[config.mk]
export PLATFORM = sky130hd
export DESIGN_NAME = brf_outq
export DESIGN_NICKNAME = d
export VERILOG_FILES = /design/src/rtl/core/brf_pkg.sv /design/src/rtl/core/brf_outq.sv
export SDC_FILE = /design/constraint.sdc
export NUM_CORES = 1
export LEC_CHECK = 0
export ABC_AREA = 1
export BUFFER_PORTS_ARGS = -buffer_cell sky130_fd_sc_hd__buf_2
export CAP_MARGIN = 25
export CORE_MARGIN = 4
export CORE_UTILIZATION = 25
export DETAILED_ROUTE_END_ITERATION = 8
export SYNTH_ARGS = -nofsm -noshare
export SYNTH_HDL_FRONTEND = slang
export SYNTH_SLANG_ARGS = --single-unit
[constraint.sdc]
create_clock -name clk -period 2.9 [get_ports clk]
set_clock_uncertainty 0.2 [all_clocks]
set_input_delay 0 -clock clk [delete_from_list [all_inputs] [get_ports clk]]
set_output_delay 0 -clock clk [all_outputs]
set_load 0.005 [all_outputs]
[src/rtl/core/brf_pkg.sv]
// brf_pkg: shared constants, types and index arithmetic for the byte ring FIFO.
// No dependencies; imported by every module under rtl/core.
package brf_pkg;

	localparam int MAX_DEPTH = 4096;
	localparam int MAX_BURST = 64;
	localparam int MIN_CAP   = 2;
	localparam int CAP_RESET = 4096;

	localparam int IDX_W   = $clog2(MAX_DEPTH);
	localparam int CAP_W   = IDX_W + 1;
	localparam int BURST_W = $clog2(MAX_BURST + 1);
	localparam int KIND_W  = 3;
	localparam int BYTE_W  = 8;

	localparam int CQ_DEPTH = 4;
	localparam int OQ_DEPTH = 4;

	localparam int APB_AW = 2;
	localparam int APB_DW = 32;
	localparam logic [APB_AW-1:0] ADDR_CAPACITY = 2'd0;

	localparam logic [KIND_W-1:0] KIND_WRITE   = 3'd0;
	localparam logic [KIND_W-1:0] KIND_READ    = 3'd1;
	localparam logic [KIND_W-1:0] KIND_PEEK    = 3'd2;
	localparam logic [KIND_W-1:0] KIND_SKIP    = 3'd3;
	localparam logic [KIND_W-1:0] KIND_ADVANCE = 3'd4;
	localparam logic [KIND_W-1:0] KIND_CLEAR   = 3'd5;

	typedef enum logic [2:0] {
		OP_WRITE,
		OP_READ,
		OP_PEEK,
		OP_SKIP,
		OP_ADV,
		OP_CLEAR,
		OP_NOP
	} op_t;

	typedef enum logic {
		BK_IDLE,
		BK_BURST
	} back_state_t;

	typedef struct packed {
		op_t                op;
		logic [BYTE_W-1:0]  data;
		logic [BURST_W-1:0] burst;
		logic [IDX_W-1:0]   amt;
	} cmd_t;

	typedef struct packed {
		logic [BYTE_W-1:0]  out_byte;
		logic               byte_valid;
		logic               last;
		logic [BURST_W-1:0] moved;
		logic [IDX_W-1:0]   used;
		logic [IDX_W-1:0]   free;
	} res_t;

	function automatic logic [IDX_W-1:0] inc_wrap(input logic [IDX_W-1:0] idx,
		input logic [CAP_W-1:0] cap);
		logic [CAP_W-1:0] v;
		v = {1'b0, idx} + CAP_W'(1);
		return (v == cap) ? '0 : v[IDX_W-1:0];
	endfunction

	// amt is already saturated to cap - 1, so one subtract wraps it
	function automatic logic [IDX_W-1:0] wrap_add(input logic [IDX_W-1:0] idx,
		input logic [IDX_W-1:0] amt, input logic [CAP_W-1:0] cap);
		logic [CAP_W-1:0] v;
		v = {1'b0, idx} + {1'b0, amt};
		if (v >= cap)
			v = v - cap;
		return v[IDX_W-1:0];
	endfunction

	function automatic logic [IDX_W-1:0] used_of(input logic [IDX_W-1:0] w,
		input logic [IDX_W-1:0] r, input logic [CAP_W-1:0] cap);
		logic [CAP_W-1:0] d;
		if (w >= r)
			d = {1'b0, w} - {1'b0, r};
		else
			d = cap - ({1'b0, r} - {1'b0, w});
		return d[IDX_W-1:0];
	endfunction

endpackage

[src/rtl/core/brf_outq.sv]
// brf_outq: small result queue in front of the output ports; reports room
// for one more in-flight result. Uses brf_pkg.
module brf_outq (
	input  logic          clk,
	input  logic          arst_n,
	input  logic          res_push,
	input  brf_pkg::res_t res_in,
	output logic          room,
	input  logic          pop,
	output logic          empty,
	output brf_pkg::res_t head
);
	import brf_pkg::*;

	localparam int PTR_W = $clog2(OQ_DEPTH);
	localparam int CNT_W = $clog2(OQ_DEPTH + 1);

	res_t             ent_q [OQ_DEPTH];
	logic [PTR_W-1:0] wptr_q, rptr_q;
	logic [CNT_W-1:0] cnt_q;
	logic             do_pop;

	assign empty  = (cnt_q == '0);
	assign do_pop = pop && !empty;
	assign head   = ent_q[rptr_q];
	// keep a slot for the beat already in the read stage
	assign room   = (cnt_q <= CNT_W'(OQ_DEPTH - 2));

	always_ff @(posedge clk) begin
		if (res_push)
			ent_q[wptr_q] <= res_in;
	end

	always_ff @(posedge clk or negedge arst_n) begin
		if (!arst_n) begin
			wptr_q <= '0;
			rptr_q <= '0;
			cnt_q  <= '0;
		end else begin
			if (res_push)
				wptr_q <= wptr_q + PTR_W'(1);
			if (do_pop)
				rptr_q <= rptr_q + PTR_W'(1);
			if (res_push && !do_pop)
				cnt_q <= cnt_q + CNT_W'(1);
			else if (do_pop && !res_push)
				cnt_q <= cnt_q - CNT_W'(1);
		end
	end

	a_no_overflow: assert property (@(posedge clk) disable iff (!arst_n)
		res_push |-> (cnt_q != CNT_W'(OQ_DEPTH)))
		else $error("result queue overflow");

	a_cnt_bound: assert property (@(posedge clk) disable iff (!arst_n)
		cnt_q <= CNT_W'(OQ_DEPTH))
		else $error("result queue count out of range");

	a_ptr_track: assert property (@(posedge clk) disable iff (!arst_n)
		(wptr_q - rptr_q) == cnt_q[PTR_W-1:0])
		else $error("result queue pointers disagree with count");

endmodule

==> results.sh <==
export IMPL_status="completed"
export IMPL_cap_violations=0
export IMPL_dp_slack_ns=0.895
export IMPL_clockPowerShare_pct=28.4
export IMPL_hpwl_um=10300
export IMPL_final_nets=719
export IMPL_rsz0062_at_grt="false"
export IMPL_synthToLayoutAreaGrowth_pct=26.3
export IMPL_end_kind="output port"
export IMPL_worst_pin_slew_ns=0.626
export IMPL_path_common_cell="nand2_1"
export IMPL_via_per_inst=3.94
export IMPL_drt_iter0_markers=318
export IMPL_setup_viol=0
export IMPL_syn_inst=535
export IMPL_groute_usage_overall_pct=9.87
export IMPL_avgSynthCellArea_um2=14.0
export IMPL_gp_congestion=0.669
export IMPL_synth_seq_cells=171
export IMPL_mostFrequentLayoutCell="edfxtp_1"
export IMPL_routed_wl_um=15500
export IMPL_drc_errors=0
export IMPL_ys_seq_area_share_pct=68.1
export IMPL_p_leak_uw=0.00384
export IMPL_fp_dieW_um=181
export IMPL_antenna_found_initial=3
export IMPL_p_seq_share_pct=37.8
export IMPL_setup_tns_ns=0
export IMPL_clk_pin_slew_worst_paths_ns=0.06
export IMPL_p_per_area_nw_per_um2=974
export IMPL_synthTopCellsByArea="edfxtp_1, o211ai_2, nand2_1"
export IMPL_arrival_ns=2.02
export IMPL_rows=63
export IMPL_portBuffers=87
export IMPL_syn_area_um2=7490
export IMPL_drt_pass1_iterations=4
export IMPL_critPathKind="flop to output port"
export IMPL_cp_num_buf_inv=3
export IMPL_synthDistinctLibCells=21
export IMPL_cpPeakStageDelay_ns=0.45
export IMPL_clock_latency_ns=0.42
export IMPL_cts_tree="done"
export IMPL_die_area_um2=32800
export IMPL_htreeDepth=4
export IMPL_combinationalPowerShare_pct=33.7
export IMPL_wl_per_cell_um=14.5
export IMPL_postCtsResizedCells=0
export IMPL_finalHoldViolations=0
export IMPL_clockBufferDepth=2
export IMPL_initial_core_util_pct=25.3
export IMPL_startpoint_type="flop"
export IMPL_cp_max_fo=49
export IMPL_yosysTopAreaCell="edfxtp_1"
export IMPL_drive_above_1_share_pct=35.4
export IMPL_grt_pass1_vias=4502
export IMPL_dieHeight_um=181
export IMPL_ctsHoldBuffers=45
export IMPL_synth_warnings=0
export IMPL_postRouteAntennaNets=0
export IMPL_final_cell_mix="edfxtp_1, nand2_1, inv_1"
export IMPL_cts_sinks=171
export IMPL_cts_buffers=17
export IMPL_path_delay_family="buffers and inverters"
export IMPL_fin_crit_sh_pct=76.6
export IMPL_layout_setup_ws_ns=0.678
export IMPL_vias=4227
export IMPL_maxSlewViolCount=0
export IMPL_grt_max_degree=50
export IMPL_holdCritPathClass="primary input to flop"
export IMPL_boundaryPins=88
export IMPL_power_share_switching_pct=33.4
export IMPL_grt_pass1_wl_um=25300
export IMPL_p_int_uw=6130
export IMPL_path_cells="inv_6 > buf_12 > nand2_1 > o211ai_2 > nand2_1 > buf_2"
export IMPL_synthesis_nets=586
export IMPL_postCtsSetupRepairBufs=0
export IMPL_overflow=0
export IMPL_nFillCells=2973
export IMPL_slew_headroom_pct=58.2
export IMPL_yosys_area_top_type_share_pct=65.8
export IMPL_clockRootBuffer="clkbuf_16"
export IMPL_min_period_ns=2.22
export IMPL_fmax_mhz=450
export IMPL_r2r_setup_slack_ns=0.87
export IMPL_irDropWorstVdd_mv=0.456
export IMPL_switching_power_uw=3080
export IMPL_core_area_um2=29600
export IMPL_slowest_stage="dfrtp_1"
export IMPL_crit_required_ns=2.70
-- final cells by class --
cell class	count	area, um2	area share (%)
sequential	171	5100	54.0
multi-input combinational	240	1770	18.7
timing repair buffer	142	1050	11.1
tap	390	488	5.16
clock buffer	19	433	4.58
inverter	96	365	3.86
clock inverter	12	244	2.58
antenna	2	5.00	0.0529
-- per-layer routing --
| layer | vias up | GRT usage (%) | wire length [um] |
|---|---|---|---|
| li1 | 2106 | - | - |
| met1 | 2023 | 13.3 | 7500 |
| met2 | 83 | 15.3 | 7120 |
| met3 | 13 | 3.22 | 717 |
| met4 | 2 | 2.79 | 153 |
| met5 | - | 0 | 7 |
-- registers in the layout, summed over array words and instances, names as in the netlist --
signal / flops
ent_q: 164
rptr_q: 2
wptr_q: 2
cnt_q: 3
-- cell usage after synthesis --
cell type	instances
nor2_1	1
ha_1	5
inv_1	94
a21oi_1	1
xnor2_1	1
o21ai_1	1
buf_4	2
clkbuf_1	2
clkbuf_4	2
nand3_1	3
o211ai_2	82
fa_1	1
nand4_1	1
nand2_1	116
edfxtp_1	164
xor2_1	1
inv_2	2
buf_2	4
buf_6	18
dfrtp_1	7
nand2_2	27
-- per-stage QoR --
step / util, % / hold WS, ns / total power, uW / cell area [um2] / cells
2_1_floorplan: - / -0.496 / 5700 / 7490 / 535
3_3_place_gp: 28.1 / -0.352 / 6650 / 8320 / 994
3_5_place_dp: 28.1 / -0.347 / 6700 / 8320 / 994
4_1_cts: 32.0 / 0.109 / 9390 / 9450 / 1070
5_1_grt: 32.0 / 0.130 / 9830 / 9450 / 1072
6_report: 32.0 / 0.135 / 9210 / 9450 / 1072
-- worst paths after layout --
path / depth (start not counted) / start / endpoint
min in group asynchronous: 3 / arst_n / cnt_q[2]$_DFFE_PN0P_
worst min-delay path: 2 / res_in[0] / ent_q[1][0]$_DFFE_PP_
worst min register to register: 2 / cnt_q[2]$_DFFE_PN0P_ / cnt_q[2]$_DFFE_PN0P_
worst max-delay path: 6 / rptr_q[0]$_DFFE_PN0P_ / head[1]
worst max register to register: 10 / cnt_q[0]$_DFFE_PN0P_ / cnt_q[2]$_DFFE_PN0P_
max in group asynchronous: 3 / arst_n / rptr_q[1]$_DFFE_PN0P_
-- logic make-up after synthesis --
logic type / synth area share, %
buffers and inverters: 8.29
DFF: 68.1
and+or+nand+nor: 8.41
adders and majority gates: 1.10
xor gates and xnor gates: 0.234
AOI/OAI and AO/OA: 13.8
-- power by group through the flow --
| stage | sequential (uW) | clock [uW] | combinational (uW) |
|---|---|---|---|
| 2_1_floorplan | 3430 | 0 | 2270 |
| 6_report | 3480 | 2610 | 3110 |
| 3_3_place_gp | 3520 | 0 | 3130 |
| 3_5_place_dp | 3540 | 0 | 3160 |
| 5_1_grt | 3530 | 2780 | 3530 |
| 4_1_cts | 3490 | 2680 | 3220 |
-- worst register-to-register path: cells and delay by family (launching register included) --
family / cells / cell delay [ns]
adders and majority gates: 2 / 0.55
DFF: 1 / 0.44
buffers and inverters: 1 / 0.06
and+or+nand+nor: 7 / 0.66
Note: power is estimated with default switching activity, not from simulation.
