==> src/rtl/core/brf_pkg.sv <==
// brf_pkg: shared constants, types and index arithmetic for the byte ring FIFO.
// No dependencies; imported by every module under rtl/core.
package brf_pkg;

	localparam int MAX_DEPTH = 4096;
	localparam int MAX_BURST = 64;
	localparam int MIN_CAP   = 2;
	localparam int CAP_RESET = 4096;

	localparam int IDX_W   = $clog2(MAX_DEPTH);
	localparam int CAP_W   = IDX_W + 1;
	localparam int BURST_W = $clog2(MAX_BURST + 1);
	localparam int KIND_W  = 3;
	localparam int BYTE_W  = 8;

	localparam int CQ_DEPTH = 4;
	localparam int OQ_DEPTH = 4;

	localparam int APB_AW = 2;
	localparam int APB_DW = 32;
	localparam logic [APB_AW-1:0] ADDR_CAPACITY = 2'd0;

	localparam logic [KIND_W-1:0] KIND_WRITE   = 3'd0;
	localparam logic [KIND_W-1:0] KIND_READ    = 3'd1;
	localparam logic [KIND_W-1:0] KIND_PEEK    = 3'd2;
	localparam logic [KIND_W-1:0] KIND_SKIP    = 3'd3;
	localparam logic [KIND_W-1:0] KIND_ADVANCE = 3'd4;
	localparam logic [KIND_W-1:0] KIND_CLEAR   = 3'd5;

	typedef enum logic [2:0] {
		OP_WRITE,
		OP_READ,
		OP_PEEK,
		OP_SKIP,
		OP_ADV,
		OP_CLEAR,
		OP_NOP
	} op_t;

	typedef enum logic {
		BK_IDLE,
		BK_BURST
	} back_state_t;

	typedef struct packed {
		op_t                op;
		logic [BYTE_W-1:0]  data;
		logic [BURST_W-1:0] burst;
		logic [IDX_W-1:0]   amt;
	} cmd_t;

	typedef struct packed {
		logic [BYTE_W-1:0]  out_byte;
		logic               byte_valid;
		logic               last;
		logic [BURST_W-1:0] moved;
		logic [IDX_W-1:0]   used;
		logic [IDX_W-1:0]   free;
	} res_t;

	function automatic logic [IDX_W-1:0] inc_wrap(input logic [IDX_W-1:0] idx,
		input logic [CAP_W-1:0] cap);
		logic [CAP_W-1:0] v;
		v = {1'b0, idx} + CAP_W'(1);
		return (v == cap) ? '0 : v[IDX_W-1:0];
	endfunction

	// amt is already saturated to cap - 1, so one subtract wraps it
	function automatic logic [IDX_W-1:0] wrap_add(input logic [IDX_W-1:0] idx,
		input logic [IDX_W-1:0] amt, input logic [CAP_W-1:0] cap);
		logic [CAP_W-1:0] v;
		v = {1'b0, idx} + {1'b0, amt};
		if (v >= cap)
			v = v - cap;
		return v[IDX_W-1:0];
	endfunction

	function automatic logic [IDX_W-1:0] used_of(input logic [IDX_W-1:0] w,
		input logic [IDX_W-1:0] r, input logic [CAP_W-1:0] cap);
		logic [CAP_W-1:0] d;
		if (w >= r)
			d = {1'b0, w} - {1'b0, r};
		else
			d = cap - ({1'b0, r} - {1'b0, w});
		return d[IDX_W-1:0];
	endfunction

endpackage

==> src/rtl/core/brf_front.sv <==
// brf_front: accepts input items, decodes the kind, clamps burst and move
// amount, and queues decoded commands for the back end. Uses brf_pkg.
module brf_front (
	input  logic                        clk,
	input  logic                        arst_n,
	input  logic                        push,
	output logic                        full,
	input  logic [brf_pkg::KIND_W-1:0]  kind,
	input  logic [brf_pkg::BYTE_W-1:0]  data_byte,
	input  logic [brf_pkg::BURST_W-1:0] burst_length,
	input  logic [brf_pkg::IDX_W-1:0]   move_amount,
	input  logic [brf_pkg::CAP_W-1:0]   cap,
	output logic                        cmd_valid,
	output brf_pkg::cmd_t               cmd,
	input  logic                        cmd_pop
);
	import brf_pkg::*;

	localparam int PTR_W = $clog2(CQ_DEPTH);
	localparam int CNT_W = $clog2(CQ_DEPTH + 1);

	cmd_t             ent_q [CQ_DEPTH];
	logic [PTR_W-1:0] wptr_q, rptr_q;
	logic [CNT_W-1:0] cnt_q;
	cmd_t             dec;
	logic [CAP_W-1:0] cap_m1;
	logic             do_push, do_pop;

	assign cap_m1 = cap - CAP_W'(1);

	always_comb begin
		dec.data  = data_byte;
		dec.burst = (burst_length > BURST_W'(MAX_BURST)) ? BURST_W'(MAX_BURST) : burst_length;
		dec.amt   = ({1'b0, move_amount} > cap_m1) ? cap_m1[IDX_W-1:0] : move_amount;
		case (kind)
			KIND_WRITE:   dec.op = OP_WRITE;
			KIND_READ:    dec.op = OP_READ;
			KIND_PEEK:    dec.op = OP_PEEK;
			KIND_SKIP:    dec.op = OP_SKIP;
			KIND_ADVANCE: dec.op = OP_ADV;
			KIND_CLEAR:   dec.op = OP_CLEAR;
			default:      dec.op = OP_NOP;
		endcase
	end

	assign full      = (cnt_q == CNT_W'(CQ_DEPTH));
	assign do_push   = push && !full;
	assign cmd_valid = (cnt_q != '0);
	assign do_pop    = cmd_pop && cmd_valid;
	assign cmd       = ent_q[rptr_q];

	always_ff @(posedge clk) begin
		if (do_push)
			ent_q[wptr_q] <= dec;
	end

	always_ff @(posedge clk or negedge arst_n) begin
		if (!arst_n) begin
			wptr_q <= '0;
			rptr_q <= '0;
			cnt_q  <= '0;
		end else begin
			if (do_push)
				wptr_q <= wptr_q + PTR_W'(1);
			if (do_pop)
				rptr_q <= rptr_q + PTR_W'(1);
			if (do_push && !do_pop)
				cnt_q <= cnt_q + CNT_W'(1);
			else if (do_pop && !do_push)
				cnt_q <= cnt_q - CNT_W'(1);
		end
	end

endmodule

==> config.mk <==
export PLATFORM = sky130hd
export DESIGN_NAME = brf_front
export DESIGN_NICKNAME = d
export VERILOG_FILES = /design/src/rtl/core/brf_pkg.sv /design/src/rtl/core/brf_front.sv
export SDC_FILE = /design/constraint.sdc
export NUM_CORES = 1
export LEC_CHECK = 0
export ABC_AREA = 0
export BUFFER_PORTS_ARGS = -buffer_cell sky130_fd_sc_hd__buf_2
export CAP_MARGIN = 20
export CORE_MARGIN = 2
export CORE_UTILIZATION = 45
export CTS_CLUSTER_DIAMETER = 100
export CTS_CLUSTER_SIZE = 28
export DETAILED_ROUTE_END_ITERATION = 8
export PLACE_DENSITY = 0.73
export RECOVER_POWER = 100
export SLEW_MARGIN = 15
export SYNTH_ARGS = -nofsm -noshare
export SYNTH_HDL_FRONTEND = slang
export SYNTH_SLANG_ARGS = --single-unit
export TNS_END_PERCENT = 100
==> constraint.sdc <==
create_clock -name clk -period 2.2 [get_ports clk]
set_input_delay 0.11 -clock clk [delete_from_list [all_inputs] [get_ports clk]]
set_output_delay 0.11 -clock clk [all_outputs]
set_load 0.05 [all_outputs]
==> results of run 1 <==
-- what timing repair did --
action                                 CTS  global route
buffers inserted                         2             1
gates cloned                             1             0
setup endpoints to repair               48            48
endpoints found under the hold margin   49             0
hold buffers                            12             0
pin swaps                                0             6
gates resized for setup                 24            20
-- synth_stat cells, types with 2 or more instances --
| library cell | instances |
|---|---|
| buf_2 | 2 |
| edfxtp_1 | 120 |
| o21bai_1 | 2 |
| nand2_1 | 7 |
| ha_1 | 18 |
| clkbuf_1 | 6 |
| a21oi_1 | 4 |
| xor2_1 | 6 |
| and2_1 | 4 |
| inv_1 | 17 |
| nor3_1 | 2 |
| mux2i_1 | 12 |
| dfrtp_1 | 7 |
| mux4_2 | 30 |
| or3_1 | 2 |
| nor2_1 | 7 |
| nor2b_1 | 8 |
| o21ai_0 | 2 |
| buf_1 | 3 |
| nand3_1 | 4 |
| xnor2_1 | 11 |
-- how the worst min path moves through the flow --
stage,slack [ns],start,cells past startpoint,endpoint
after floorplan,-0.19,arst_n,0,cnt_q[0]
after global placement,-0.05,arst_n,1,rptr_q[1]
after detailed placement,-0.05,arst_n,1,cnt_q[0]
after CTS,0.06,arst_n,2,cnt_q[0]
after global routing,0.13,burst_length[4],2,ent_q[1][16]
final,0.13,burst_length[4],2,ent_q[2][16]
-- routing by layer --
metal  track usage, %  part of all wire [%]  up-vias
met3             5.37                   4.7       10
met2             29.0                    52       82
met4             5.12                  0.92        0
li1                 -                     -     1412
met5                0                     0        -
met1             21.1                    42     1539
-- stage by stage --
step	util, %	setup slack (ns)	instance area, um2	total power [W]	cells
final	61.3	-0.302	7270	0.0100	594
after global routing	61.3	-0.383	7270	0.0104	594
after CTS	60.9	-0.174	7230	0.0101	594
after detailed placement	53.2	-0.641	6310	0.00719	547
after global placement	53.2	-0.505	6310	0.00712	547
after floorplan	-	-0.433	5430	0.00622	288
-- layout make-up --
type	count	area (um2)
fill	867	4590
sequential	127	3780
multi-input combinational	132	1740
timing repair buffer	139	881
clock buffer	21	450
tap	147	184
clock inverter	11	166
inverter	17	63.8
-- flip-flops by register name, indices dropped and copies added (netlist names) --
signal	count
cnt_q	3
ent_q	120
rptr_q	2
wptr_q	2
-- power by group through the flow --
stage | sequential [W] | clock, W | combinational, W
after global routing | 0.00339 | 0.00305 | 0.00399
after CTS | 0.00336 | 0.00291 | 0.00387
after floorplan | 0.00339 | 0 | 0.00283
after detailed placement | 0.00340 | 0 | 0.00379
after global placement | 0.00337 | 0 | 0.00375
final | 0.00335 | 0.00289 | 0.00376
-- cells by family (layout without fill, tap and decap cells) --
group / after synthesis / in the layout / share of synthesized area, %
and+or+nand+nor: 41 / 41 / 4.42
DFF: 127 / 127 / 69.8
adders and majority gates: 19 / 19 / 4.53
buffers and inverters: 29 / 188 / 2.20
muxes: 43 / 43 / 14.9
xor gates and xnor gates: 17 / 17 / 2.75
AOI/OAI and AO/OA: 12 / 12 / 1.36
==> flow_summary_export.csv, run 1 <==
group,metric,value,unit
route,vias,3043,
floorplan,ios,79,
power,p_sw,0.00364,W
route,drc,0,
global_route,grt_pass1_vias,3207,
floorplan,core,11900,um2
worst_setup_path,cp_cell_sequence,"buf_6 -> or3_4 -> or3_4 -> nor2_4 -> nand2_2 -> xor2_2 -> ha_1 -> nand3_2 -> o21bai_4 -> a211oi_2 -> buf_4 -> buf_12 -> mux2i_4",
worst_setup_path,timing.rr.end,"cnt_q[1]",
timing,slew_headroom,61.0,%
power,power_density,1380,nW/um2
timing,setup_viol,48,
floorplan,start_util,45.6,%
power,intPower,0.00637,W
worst_setup_path,worst-r2r-setup-slack,0.12,ns
route,drtIter0Drc,226,
flow_run,drv_cap,0,
placement,dp_hpwl,6570,um
worst_setup_path,cp-end-kind,"flop",
synth,synth_area,5410,um2
clocking,cts_buffer_depth,2,
power,swShare,36.4,%
synth,yosysWarnings,0,
timing,timing.final.crit_share,114,%
timing,timing.final.hold_violations,0,
worst_setup_path,max_stage_delay,0.42,ns
timing,rsz0062_at_grt,"yes",
power,peakVddDrop,0.654,mV
floorplan,die_w,114,um
timing,fmaxAchievable,400,MHz
clocking,cts_made_buffers,17,
timing,setup_ws,-0.302,ns
route,vias_per_cell,5.12,
timing,whs,0.126,ns
synth,synth_edf_count,120,
worst_setup_path,path_buf_inv,3,
floorplan,dieHeight,114,um
route,wl_per_cell,17.5,um
layout,antenna_cells,0,
clocking,cts_tree,"yes",
synth,syn_area_per_cell,18.8,um2
global_route,track_usage,17.0,%
synth,ys_seq_elements,127,
floorplan,std_cell_rows,40,
status,status,"complete, but fails checks",
worst_setup_path,path_depth,13,
global_route,gr-total-overflow,0,
hold_path,hp-class,"primary input to flop",
clocking,htreeDepth,4,
clocking,path_clk_slew,0.06,ns
synth,synth_cell_types,35,
timing,fin_crit,2.50,ns
timing,fin_setup_tns,-13.90,ns
placement,place.gp.congestion,0.787,
worst_setup_path,r2r_cells,7,
global_route,grt_pass1_wl,16300,um
floorplan,dieArea,12900,um2
global_route,grt_max_degree,19,
power,combPwrFrac,37.6,%
clocking,clock-root-buffer,"clkbuf_16",
worst_setup_path,crit_arrival,2.73,ns
synth,synth_area_leaders,"edfxtp_1, mux4_2, ha_1",
clocking,clock_latency,0.40,ns
status,failed_checks,"negative setup slack",
synth,synth_cells,288,
route,firstDrtPassIters,4,
worst_setup_path,crit_type,"primary input to flop",
global_route,grt_antenna_before_repair,0,
synth,yosysTopAreaCell,"edfxtp_1",
timing,worst_slew_pin_slew,0.580,ns
synth,async_flop_share,5.51,%
synth,synth_nets,354,
synth,synth.top_cell.area_share,66.6,%
worst_setup_path,cp-endpoint,"ent_q[2][7]",
power,leakagePower,2.68,nW
power,p_clk_share,28.9,%
worst_setup_path,worstPathMaxFanout,6,
layout,area_delta_synth_final,34.3,%
layout,final_common_cell,"edfxtp_1",
worst_setup_path,startpoint_type,"primary input",
worst_setup_path,crit_top_cell,"or3_4",
worst_setup_path,path_delay_family,"simple AND/OR/NAND/NOR gates",
route,drt-total-wl,10400,um
layout,drive_gt1_share,44.3,%
synth,ys.flop_type,"edfxtp_1",
worst_setup_path,critPathSlowestCell,"or3_4",
worst_setup_path,timing.rr.start,"cnt_q[0]",
worst_setup_path,crit_path_start,"cap[6]",
timing,skew,0.00573,ns
placement,port_buffers,78,
clocking,cts.sinks,127,
layout,final_cell_mix,"edfxtp_1, buf_2, buf_4",
synth,seq_area_frac_synth,69.8,%
timing,finalMaxSlewViolations,0,
power,p_seq_share,33.5,%
worst_setup_path,required,2.43,ns
route,final_antenna_net_count,0,
layout,fin_nets,500,
(Power assumes the default switching activity.)
==> run 2: changes to the inputs <==
- CELL_PAD_IN_SITES_DETAIL_PLACEMENT: default -> 1
- CELL_PAD_IN_SITES_GLOBAL_PLACEMENT: default -> 2
- CORE_UTILIZATION: 45 -> 42
- PLACE_DENSITY: 0.73 -> 0.87
==> run 2 against run 1 <==
Compared with the run above:
- cell area shrank 0.74%
- count of clock-buffer cells in the layout grew 2
- register-to-register slack got worse by 0.07 ns
- combinational power grew 3%
- the run still ends with negative setup slack left
- worst hold slack worse by 0.093 ns
- largest power group unchanged
- wire length rose by 29%
- non-clock buffer count increased by 5
- via count grew 4.6%
==> flow_summary_export.csv, run 2 (same netlist as run 1, synthesis figures left out) <==
group,metric,value,unit
status,status,"complete, but fails checks",
status,failed_checks,"negative setup slack",
route,wl_per_cell,21.5,um
route,vias_per_cell,5.10,
floorplan,start_util,42.9,%
timing,timing.final.hold_violations,0,
placement,placed_area,6360,um2
worst_setup_path,worst-r2r-setup-slack,0.05,ns
timing,worst_slew_pin_slew,0.606,ns
route,drc,0,
floorplan,ios,79,
worst_setup_path,cp-end-kind,"flop",
layout,design_area,7210,um2
timing,skew,0.00508,ns
worst_setup_path,timing.rr.end,"ent_q[3][2]",
clocking,cts_buffer_depth,2,
worst_setup_path,crit_type,"primary input to flop",
layout,fill_cells,1216,
power,power_density,1370,nW/um2
global_route,grt_max_degree,21,
clocking,cts_made_buffers,17,
global_route,track_usage,20.3,%
global_route,gr-total-overflow,0,
floorplan,dieArea,13800,um2
floorplan,dieHeight,118,um
layout,drive_gt1_share,43.8,%
worst_setup_path,startpoint_type,"primary input",
flow_run,drv_cap,0,
placement,port_buffers,78,
timing,fmaxAchievable,401,MHz
timing,finalMaxSlewViolations,0,
route,final_antenna_net_count,0,
worst_setup_path,timing.rr.start,"cnt_q[0]",
placement,dp_hpwl,8420,um
layout,fin_nets,505,
power,leakagePower,2.68,nW
timing,slew_headroom,59.8,%
global_route,grt_antenna_before_repair,0,
route,drtIter0Drc,197,
global_route,grt_pass1_wl,20400,um
route,vias,3183,
clocking,htreeDepth,4,
route,drt-total-wl,13400,um
floorplan,std_cell_rows,41,
floorplan,core,12600,um2
layout,largest_register_ffs,120,
placement,place.gp.congestion,0.705,
power,peakVddDrop,0.578,mV
worst_setup_path,worstPathMaxFanout,6,
layout,antenna_cells,0,
hold_path,hp-class,"primary input to flop",
hold_path,whs_endpoint,"rptr_q[1]",
clocking,clock-root-buffer,"clkbuf_16",
route,firstDrtPassIters,4,
timing,fin_crit,2.49,ns
hold_path,worst_hold_startpoint,"cmd_pop",
layout,top_register,"ent_q",
power,finalPower,0.00987,W
layout,final_common_cell,"edfxtp_1",
worst_setup_path,required,2.35,ns
layout,final_cell_mix,"edfxtp_1, buf_2, buf_4",
layout,largestRegisters,"ent_q: 120 flops, cnt_q: 3 flops",
hold_path,hold_path_depth,3,
clocking,clock_latency,0.41,ns
timing,setup_viol,49,
layout,area_delta_synth_final,33.3,%
clocking,cts_tree,"yes",
timing,rsz0062_at_grt,"yes",
worst_setup_path,crit_arrival,2.64,ns
floorplan,die_w,118,um
global_route,grt_pass1_vias,3573,
timing,setup_ws,-0.293,ns
timing,timing.final.crit_share,113,%
clocking,cts.sinks,127,
clocking,path_clk_slew,0.05,ns
worst_setup_path,r2r_cells,6,
run 2: cell count changes in the layout (fill, tap and decap cells not counted), sizes merged:
cell / previous run / this run
buf: 86 / 92
bufinv: 4 / 2
clkbuf: 62 / 64
clkinv: 4 / 7
clkinvlp: 3 / 0
dlygate4sd3: 12 / 11
run 2: area by class of cell:
class                           instances  area (um2)  share of cell area (%)
Multi-Input combinational cell        132        1700                    23.5
Inverter                               17        63.8                   0.884
Tap cell                              172         215                    2.98
Timing Repair Buffer                  144         918                    12.7
Clock buffer                           23         448                    6.21
Clock inverter                          9        92.6                    1.28
Sequential cell                       127        3780                    52.4
run 2: worst max path at each step:
stage               startpoint          end  slack [ns]
global placement        cap[6]  ent_q[0][8]       -0.53
floorplan               cap[6]  ent_q[0][5]       -0.43
global route            cap[2]  ent_q[0][5]       -0.38
finish                  cap[6]  ent_q[0][5]       -0.29
CTS                     cap[6]  ent_q[0][2]       -0.22
detailed placement      cap[6]  ent_q[0][7]       -0.68
run 2: power by group:
part | switching, W | internal [W] | total (W) | leakage [nW]
Sequential | 0.000163 | 0.00323 | 0.00339 | 1.19
Clock | 0.000951 | 0.00165 | 0.00260 | 0.268
Combinational | 0.00264 | 0.00125 | 0.00388 | 1.22
run 2: critical path, cell delays in order:
cell and delay, ns:
buf_6 0.09, or3_4 0.37, or3_4 0.35, nor2_2 0.08, nand2_1 0.08, xor2_2 0.16
ha_1 0.32, nand3_2 0.10, nor4_1 0.37, a211oi_2 0.08, buf_4 0.15, clkbuf_16 0.17
mux2i_4 0.21
run 2: repair_timing:
action	in CTS	in global routing
cloned	1	0
setup endpoints to repair	48	49
buffers inserted	2	4
hold buffers	11	0
pin swaps	0	3
resized for setup	26	10
endpoints found under the hold margin	47	0
run 2: stage by stage:
step / TNS, ns / cells / util, % / hold slack, ns / setup WS, ns
final: -13.05 / 624 / 57.2 / 0.0333 / -0.293
after global routing: -22.94 / 624 / 57.2 / 0.0349 / -0.375
after CTS: -8.93 / 620 / 57.1 / 0.0304 / -0.217
after detailed placement: -31.05 / 574 / 50.4 / -0.0511 / -0.685
after global placement: -24.61 / 574 / 50.4 / -0.0512 / -0.530
after floorplan: -19.50 / 288 / - / -0.186 / -0.433
run 2: per-layer routing:
layer | GRT usage (%) | vias to the layer above | part of all wire, %
met5 | 0 | - | 0
met4 | 7.08 | 0 | 1.3
met3 | 5.77 | 17 | 4.8
met2 | 37.2 | 107 | 56
met1 | 22.6 | 1627 | 38
li1 | - | 1432 | -
